### src/hdl/spq_pkg.sv
// shared types and codes for the sorted priority queue
package spq_pkg;

  // widths fixed by the stream payload
  localparam int VALUE_BITS     = 32;
  localparam int PRIO_PORT_BITS = 16;
  localparam int OCC_BITS       = 5;

  // request kind carried in the slave-side tuser
  typedef enum logic {
    CMD_INSERT = 1'b0,
    CMD_REMOVE = 1'b1
  } cmd_t;

  // result kind carried in the master-side tuser
  typedef enum logic [1:0] {
    ST_INSERTED  = 2'd0,
    ST_REMOVED   = 2'd1,
    ST_UNDERFLOW = 2'd2,
    ST_FULL      = 2'd3
  } status_t;

  // broadcast control from the top level to every cell
  typedef struct packed {
    logic ins;
    logic rem;
  } cell_ctl_t;

endpackage

### src/hdl/spq_cell.sv
// one slot of the sorted chain: holds an entry and trades it with its neighbors
module spq_cell #(
  parameter int PRIORITY_BITS = 16
) (
  input  logic                                 clk,
  input  logic                                 rst,
  input  spq_pkg::cell_ctl_t                   ctl,
  input  logic signed [PRIORITY_BITS-1:0]      new_prio,
  input  logic [spq_pkg::VALUE_BITS-1:0]       new_value,
  input  logic                                 prev_keep,
  input  logic                                 prev_valid,
  input  logic signed [PRIORITY_BITS-1:0]      prev_prio,
  input  logic [spq_pkg::VALUE_BITS-1:0]       prev_value,
  input  logic                                 next_valid,
  input  logic signed [PRIORITY_BITS-1:0]      next_prio,
  input  logic [spq_pkg::VALUE_BITS-1:0]       next_value,
  output logic                                 valid,
  output logic signed [PRIORITY_BITS-1:0]      prio,
  output logic [spq_pkg::VALUE_BITS-1:0]       value,
  output logic                                 keep
);
  import spq_pkg::*;

  logic                           valid_next;
  logic signed [PRIORITY_BITS-1:0] prio_next;
  logic [VALUE_BITS-1:0]          value_next;

  // entry stays put on insert when it is served no later than the new one
  assign keep = valid && (prio <= new_prio);

  // choose this slot's next contents
  always_comb begin
    valid_next = valid;
    prio_next  = prio;
    value_next = value;
    if (ctl.ins && !keep) begin
      if (prev_keep) begin
        valid_next = 1'b1;
        prio_next  = new_prio;
        value_next = new_value;
      end else begin
        valid_next = prev_valid;
        prio_next  = prev_prio;
        value_next = prev_value;
      end
    end else if (ctl.rem) begin
      valid_next = next_valid;
      prio_next  = next_prio;
      value_next = next_value;
    end
  end

  // occupancy flag
  always_ff @(posedge clk) begin
    if (rst) begin
      valid <= 1'b0;
    end else begin
      valid <= valid_next;
    end
  end

  // entry payload
  always_ff @(posedge clk) begin
    prio  <= prio_next;
    value <= value_next;
  end

endmodule

### src/hdl/stable_priority_queue_unit.sv
// top level of the sorted priority queue built from a chain of slot cells
//
// Bounded priority queue of CAPACITY entries kept sorted in a row of slot
// cells; lower priority numbers leave first and equal priorities leave in
// arrival order. Each request (tuser 0 insert, 1 remove front) produces
// exactly one result. A request is taken every cycle while the result
// register is free or being emptied, and its result appears in the next
// cycle: the new priority is compared against all cells at once and every
// cell shifts by at most one place in that same cycle. Insert into a full
// queue returns status 3 and changes nothing; remove from an empty queue
// returns status 2. Priorities are PRIORITY_BITS-bit two's complement taken
// from the low bits of the request's priority field. No clearing pass is
// needed after reset.
module stable_priority_queue_unit #(
  parameter int CAPACITY      = 16,
  parameter int PRIORITY_BITS = 16
) (
  input  logic        clk,
  input  logic        rst,
  input  logic        s_axis_tvalid,
  output logic        s_axis_tready,
  // [31:0] item_value, [47:32] item_priority
  input  logic [47:0] s_axis_tdata,
  // [0] cmd
  input  logic [0:0]  s_axis_tuser,
  output logic        m_axis_tvalid,
  input  logic        m_axis_tready,
  // [31:0] out_value, [47:32] out_priority, [52:48] occupancy, [55:53] zero
  output logic [55:0] m_axis_tdata,
  // [1:0] status
  output logic [1:0]  m_axis_tuser
);
  import spq_pkg::*;

  localparam int CW = $clog2(CAPACITY + 1);
  localparam logic [CW-1:0] FULL_COUNT = CW'(CAPACITY);

  // request decode
  logic                            fire;
  logic                            is_insert;
  logic                            full;
  logic                            empty;
  cell_ctl_t                       ctl;
  logic signed [PRIORITY_BITS-1:0] new_prio;
  logic [VALUE_BITS-1:0]           new_value;

  // chain
  logic                            cell_valid [CAPACITY];
  logic signed [PRIORITY_BITS-1:0] cell_prio  [CAPACITY];
  logic [VALUE_BITS-1:0]           cell_value [CAPACITY];
  logic                            cell_keep  [CAPACITY];
  logic [CAPACITY-1:0]             valid_vec;

  // count and result
  logic [CW-1:0]                   count;
  logic [CW-1:0]                   count_next;
  logic [CW+OCC_BITS-1:0]          occ_wide;
  logic [PRIO_PORT_BITS-1:0]       front_prio;
  status_t                         status_next;
  logic [VALUE_BITS-1:0]           res_value_next;
  logic [PRIO_PORT_BITS-1:0]       res_prio_next;
  status_t                         res_status;
  logic [VALUE_BITS-1:0]           res_value;
  logic [PRIO_PORT_BITS-1:0]       res_prio;
  logic [OCC_BITS-1:0]             res_occ;

  // handshake: the result register is the only thing that can hold us up
  assign s_axis_tready = !m_axis_tvalid || m_axis_tready;
  assign fire          = s_axis_tvalid && s_axis_tready;
  assign is_insert     = (s_axis_tuser[0] == CMD_INSERT);
  assign full          = (count == FULL_COUNT);
  assign empty         = (count == '0);
  assign ctl.ins       = fire && is_insert && !full;
  assign ctl.rem       = fire && !is_insert && !empty;
  assign new_value     = s_axis_tdata[VALUE_BITS-1:0];

  // priority as stored, and the front priority as reported
  generate
    if (PRIORITY_BITS <= PRIO_PORT_BITS) begin : g_prio_in_narrow
      assign new_prio = s_axis_tdata[VALUE_BITS +: PRIORITY_BITS];
    end else begin : g_prio_in_wide
      assign new_prio = {{(PRIORITY_BITS-PRIO_PORT_BITS){1'b0}},
                         s_axis_tdata[VALUE_BITS +: PRIO_PORT_BITS]};
    end
    if (PRIORITY_BITS >= PRIO_PORT_BITS) begin : g_prio_out_wide
      assign front_prio = cell_prio[0][PRIO_PORT_BITS-1:0];
    end else begin : g_prio_out_narrow
      assign front_prio = {{(PRIO_PORT_BITS-PRIORITY_BITS){cell_prio[0][PRIORITY_BITS-1]}},
                           cell_prio[0]};
    end
  endgenerate

  // row of cells, front of the queue at cell 0
  generate
    for (genvar i = 0; i < CAPACITY; i++) begin : g_cell
      logic                            p_keep;
      logic                            p_valid;
      logic signed [PRIORITY_BITS-1:0] p_prio;
      logic [VALUE_BITS-1:0]           p_value;
      logic                            n_valid;
      logic signed [PRIORITY_BITS-1:0] n_prio;
      logic [VALUE_BITS-1:0]           n_value;

      if (i == 0) begin : g_head
        assign p_keep  = 1'b1;
        assign p_valid = 1'b0;
        assign p_prio  = '0;
        assign p_value = '0;
      end else begin : g_mid_prev
        assign p_keep  = cell_keep[i-1];
        assign p_valid = cell_valid[i-1];
        assign p_prio  = cell_prio[i-1];
        assign p_value = cell_value[i-1];
      end

      if (i == CAPACITY - 1) begin : g_tail
        assign n_valid = 1'b0;
        assign n_prio  = '0;
        assign n_value = '0;
      end else begin : g_mid_next
        assign n_valid = cell_valid[i+1];
        assign n_prio  = cell_prio[i+1];
        assign n_value = cell_value[i+1];
      end

      spq_cell #(
        .PRIORITY_BITS(PRIORITY_BITS)
      ) u_cell (
        .clk       (clk),
        .rst       (rst),
        .ctl       (ctl),
        .new_prio  (new_prio),
        .new_value (new_value),
        .prev_keep (p_keep),
        .prev_valid(p_valid),
        .prev_prio (p_prio),
        .prev_value(p_value),
        .next_valid(n_valid),
        .next_prio (n_prio),
        .next_value(n_value),
        .valid     (cell_valid[i]),
        .prio      (cell_prio[i]),
        .value     (cell_value[i]),
        .keep      (cell_keep[i])
      );

      assign valid_vec[i] = cell_valid[i];
    end
  endgenerate

  // next count and result fields
  always_comb begin
    count_next     = count;
    status_next    = ST_INSERTED;
    res_value_next = '0;
    res_prio_next  = '0;
    if (is_insert) begin
      if (full) begin
        status_next = ST_FULL;
      end else begin
        status_next = ST_INSERTED;
        count_next  = count + 1'b1;
      end
    end else begin
      if (empty) begin
        status_next = ST_UNDERFLOW;
      end else begin
        status_next    = ST_REMOVED;
        count_next     = count - 1'b1;
        res_value_next = cell_value[0];
        res_prio_next  = front_prio;
      end
    end
  end

  assign occ_wide = {{OCC_BITS{1'b0}}, count_next};

  // entry count
  always_ff @(posedge clk) begin
    if (rst) begin
      count <= '0;
    end else if (fire) begin
      count <= count_next;
    end
  end

  // result valid flag
  always_ff @(posedge clk) begin
    if (rst) begin
      m_axis_tvalid <= 1'b0;
    end else if (fire) begin
      m_axis_tvalid <= 1'b1;
    end else if (m_axis_tready) begin
      m_axis_tvalid <= 1'b0;
    end
  end

  // result payload
  always_ff @(posedge clk) begin
    if (fire) begin
      res_status <= status_next;
      res_value  <= res_value_next;
      res_prio   <= res_prio_next;
      res_occ    <= occ_wide[OCC_BITS-1:0];
    end
  end

  assign m_axis_tuser = res_status;
  assign m_axis_tdata = {3'b000, res_occ, res_prio, res_value};

  // count never runs past the chain length
  a_count_bound: assert property (@(posedge clk) disable iff (rst)
    count <= FULL_COUNT)
    else $error("entry count above capacity");

  // occupied cells match the count
  a_count_cells: assert property (@(posedge clk) disable iff (rst)
    $countones(valid_vec) == int'(count))
    else $error("cell valid flags disagree with entry count");

  // remove on an empty queue reports underflow next cycle
  a_underflow: assert property (@(posedge clk) disable iff (rst)
    fire && !is_insert && empty |=> m_axis_tvalid && m_axis_tuser == ST_UNDERFLOW)
    else $error("missing underflow result");

  // neighbors stay in priority order
  generate
    for (genvar j = 0; j + 1 < CAPACITY; j++) begin : g_order_chk
      a_sorted: assert property (@(posedge clk) disable iff (rst)
        cell_valid[j+1] |-> cell_valid[j] && (cell_prio[j] <= cell_prio[j+1]))
        else $error("chain out of order");
    end
  endgenerate

endmodule

### config.mk
export PLATFORM = sky130hd
export DESIGN_NAME = stable_priority_queue_unit
export DESIGN_NICKNAME = d
export VERILOG_FILES = /design/src/hdl/spq_pkg.sv /design/src/hdl/spq_cell.sv /design/src/hdl/stable_priority_queue_unit.sv
export SDC_FILE = /design/constraint.sdc
export NUM_CORES = 2
export LEC_CHECK = 0
export ABC_AREA = 1
export BUFFER_PORTS_ARGS = -buffer_cell sky130_fd_sc_hd__buf_2
export CAP_MARGIN = 30
export CORE_UTILIZATION = 37
export CTS_CLUSTER_DIAMETER = 150
export DETAILED_ROUTE_END_ITERATION = 10
export GPL_ROUTABILITY_DRIVEN = 0
export PLACE_DENSITY = 0.6
export SLEW_MARGIN = 40
export SYNTH_ARGS = -nofsm -noshare
export SYNTH_HDL_FRONTEND = slang
export SYNTH_SLANG_ARGS = --single-unit
export TNS_END_PERCENT = 20
### constraint.sdc
create_clock -name clk -period 5.25 [get_ports clk]
set_clock_uncertainty 0.1 [all_clocks]
set_input_delay 1.575 -clock clk [delete_from_list [all_inputs] [get_ports clk]]
set_output_delay 1.575 -clock clk [all_outputs]
set_load 0.01 [all_outputs]
==> metrics.yaml <==
critical_path:
  arrival_ns: 4.71
  crit_type: "input pin to flip-flop"
  cp_max_fo: 21
  crit_required_ns: 5.71
  end_kind: "flip-flop"
  worstSetupStartpointType: "input pin"
detailed_routing:
  ant_nets: 0
  vias: 42567
  wl_per_cell_um: 21.4
  route.detailed.drc: 0
  vias_per_cell: 5.44
  dr.pass1.iters: 6
  first_iter_violations: 5459
  routed_wl_um: 167000
synthesis:
  ys_warn_count: 0
  async_reset_ff_frac: 0
  synth_top_area_share: 0.503
  synth_top_area_cell: "edfxtp_1"
  synth_most_common_cell: "nand2_1"
  synthCells: 5958
  syn_avg_cell_area_um2: 8.25
  ys_ff_latch: 845
  syn-cell-area_um2: 49200
  synth_cell_type_count: 35
  synth_area_leaders: "edfxtp_1 50%, nand2_1 18%, o21ai_0 6.9%"
  synth_edf_count: 823
  synth_common_cells: "2333 x nand2_1, 823 x edfxtp_1, 675 x o21ai_0, 402 x nor2_1, 339 x a21oi_1"
  yosysSeqAreaShare: 0.512
  ys.flop_type: "edfxtp_1"
timing:
  max_freq_ghz: 0.235
  hold_viol: 0
  slew_viol_final: 0
  rsz0062_at_grt: "no"
  period_minus_slack_ns: 4.25
  period_share: 0.809
  tns_ns: 0
  setup_viol: 0
  worst_pin_slew_ns: 0.838
  fin_ws_ns: 1.00
  max_slew_margin: 0.441
pwr:
  powerDensity_nw_per_um2: 359
  clkPwrFrac: 0.344
  power_frac_comb: 0.205
  p_int_mw: 13.8
  ir_drop_mv: 0.286
  p_switching_mw: 6.22
  p_seq_frac: 0.451
  swShare: 0.310
  power_leakage_nw: 24.9
floorplan:
  die-area_um2: 134000
  rows: 133
  io_pins: 113
  coreArea_um2: 132000
  die_h_um: 367
  start_util: 0.374
  die_w_um: 367
global_route:
  grt_max_degree: 98
  gr-total-overflow: 0
  grt_pass1_wl_um: 253000
  grt_pass1_vias: 40053
  grt_antenna_before_repair: 5
  track_usage: 0.244
cts:
  root_buffer: "clkbuf_16"
  cts_max_level: 3
  clock-sinks: 845
  cts_resized: 0
  cts_buffer_depth: 3
  cts_buffers: 100
  clk_pin_slew_ns: 0.06
  ctsHoldBuffers: 0
  tritoncts: "yes"
  clk_latency_ns: 0.71
  post-cts-setup-buffers: 0
placement:
  dpl.hpwl_um: 114000
  dp_slack_ns: 0.378
  portBuffers: 109
finish:
  fin_nets: 6294
  final_layout_size_suffix_gt1_frac: 0.0876
  syn2layout_area_growth_pct: 13.5
worst_hold_path:
  min_path_type: "flip-flop to flip-flop"
status:
  status: "completed"
run:
  drv_cap: 0
## power groups by stage
stage | logic (mW) | clock network [mW] | registers [mW]
final | 4.10 | 6.90 | 9.05
after global routing | 4.57 | 7.24 | 9.13
after CTS | 4.04 | 7.00 | 9.04
after detailed placement | 4.03 | 0 | 9.17
after global placement | 3.95 | 0 | 9.15
after floorplan | 2.59 | 0 | 9.02
## per-layer routing
layer  global-route usage  routed length, um  up-vias
met4               0.0624               3620        2
met2                0.369              72000     2152
li1                     -                  -    20066
met3               0.0459              17300      226
met1                0.356              74400    20121
met5                    0                 11        -
## worst paths after layout
path | depth (start not counted) | startpoint | slack, ns | to
worst max-delay path | 15 | s_axis_tdata[40] | 1.00 | g_cell[2].u_cell.value[3]$_DFFE_PP_
worst min-delay path | 2 | m_axis_tvalid$_SDFFE_PP0P_ | 0.41 | m_axis_tvalid$_SDFFE_PP0P_
worst max register to register | 11 | count[0]$_SDFFE_PP0P_ | 2.15 | g_cell[7].u_cell.value[13]$_DFFE_PP_
worst min register to register | 2 | m_axis_tvalid$_SDFFE_PP0P_ | 0.41 | m_axis_tvalid$_SDFFE_PP0P_
## state kept, by name (all words and copies together) (netlist names)
register             flops
g_cell.u_cell.value    512
g_cell.u_cell.prio     256
res_value               32
g_cell.u_cell.valid     16
res_prio                16
count                    5
res_occ                  5
m_axis_tuser             2
m_axis_tvalid            1
## cells by family (layout without fill, tap and decap cells)
group           after synthesis  count (layout)  share of synthesized area
buf+inv                     619             722                     0.0560
compound gates             1161            1161                      0.120
fa+ha+maj                   258             258                     0.0657
simple gates               3068            3068                      0.246
flops                       845             845                      0.512
other cells                   1               4                  0.0000763
xor+xnor                      5               5                   0.000891
mux                           1               1                   0.000204
## final cells by class
type | count | area, um^2
Sequential cell | 845 | 25200
Timing Repair Buffer | 319 | 3020
Inverter | 221 | 832
Multi-Input combinational cell | 4496 | 21400
Fill cell | 12999 | 75800
Antenna cell | 1 | 2.50
Clock inverter | 55 | 502
Tap cell | 1755 | 2200
Clock buffer | 127 | 2680
## metrics by stage
| step | power, mW | hold slack [ns] | area [um^2] | utilization | std cells |
|---|---|---|---|---|---|
| after floorplan | 11.6 | 0.373 | 49200 | - | 5960 |
| after global placement | 13.1 | 0.387 | 52600 | 0.400 | 7636 |
| after detailed placement | 13.2 | 0.403 | 52600 | 0.400 | 7636 |
| after CTS | 20.1 | 0.411 | 55800 | 0.424 | 7818 |
| after global routing | 20.9 | 0.432 | 55800 | 0.424 | 7819 |
| final | 20.0 | 0.409 | 55800 | 0.424 | 7819 |
## worst max-delay path, stage by stage
cell and delay [ns]:
buf_2 0.11, inv_1 0.60, buf_4 0.30, ha_1 0.15, nand4_1 0.13, nor3_1 0.35
nand2_1 0.15, nand3_1 0.09, nand3_1 0.15, nand2_4 0.12, nand2_2 0.15, inv_2 0.15
buf_4 0.38, nor2_1 0.10, a21oi_1 0.15
## layout by cell type, fill, tap and decap left out, types with 3 or more instances in the layout
| master | synthesis | routed |
|---|---|---|
| o21ai_0 | 675 | 675 |
| xor2_1 | 3 | 3 |
| a21oi_1 | 339 | 339 |
| clkbuf_1 | 187 | 23 |
| nand3_1 | 270 | 270 |
| nand2_1 | 2333 | 2306 |
| buf_12 | 0 | 72 |
| a21o_1 | 9 | 9 |
| o211ai_1 | 3 | 3 |
| nand4_1 | 13 | 13 |
| inv_2 | 13 | 14 |
| nor3_1 | 7 | 7 |
| inv_16 | 0 | 3 |
| o22ai_1 | 3 | 3 |
| dfxtp_1 | 22 | 22 |
| nand3b_1 | 9 | 9 |
| inv_1 | 208 | 206 |
| clkinv_2 | 0 | 17 |
| o21a_1 | 10 | 10 |
| nor4_2 | 6 | 6 |
| clkinv_1 | 0 | 23 |
| o21ai_1 | 119 | 119 |
| nand2_4 | 4 | 17 |
| clkbuf_16 | 0 | 103 |
| nand2_2 | 18 | 32 |
| ha_1 | 258 | 258 |
| o21bai_1 | 3 | 3 |
| nand3_2 | 3 | 3 |
| edfxtp_1 | 823 | 823 |
| clkinvlp_4 | 0 | 4 |
| buf_4 | 47 | 138 |
| buf_2 | 135 | 109 |
| conb_1 | 1 | 3 |
| nor2_1 | 402 | 402 |
| bufinv_16 | 0 | 7 |
Power figures use the tool's default switching activity.
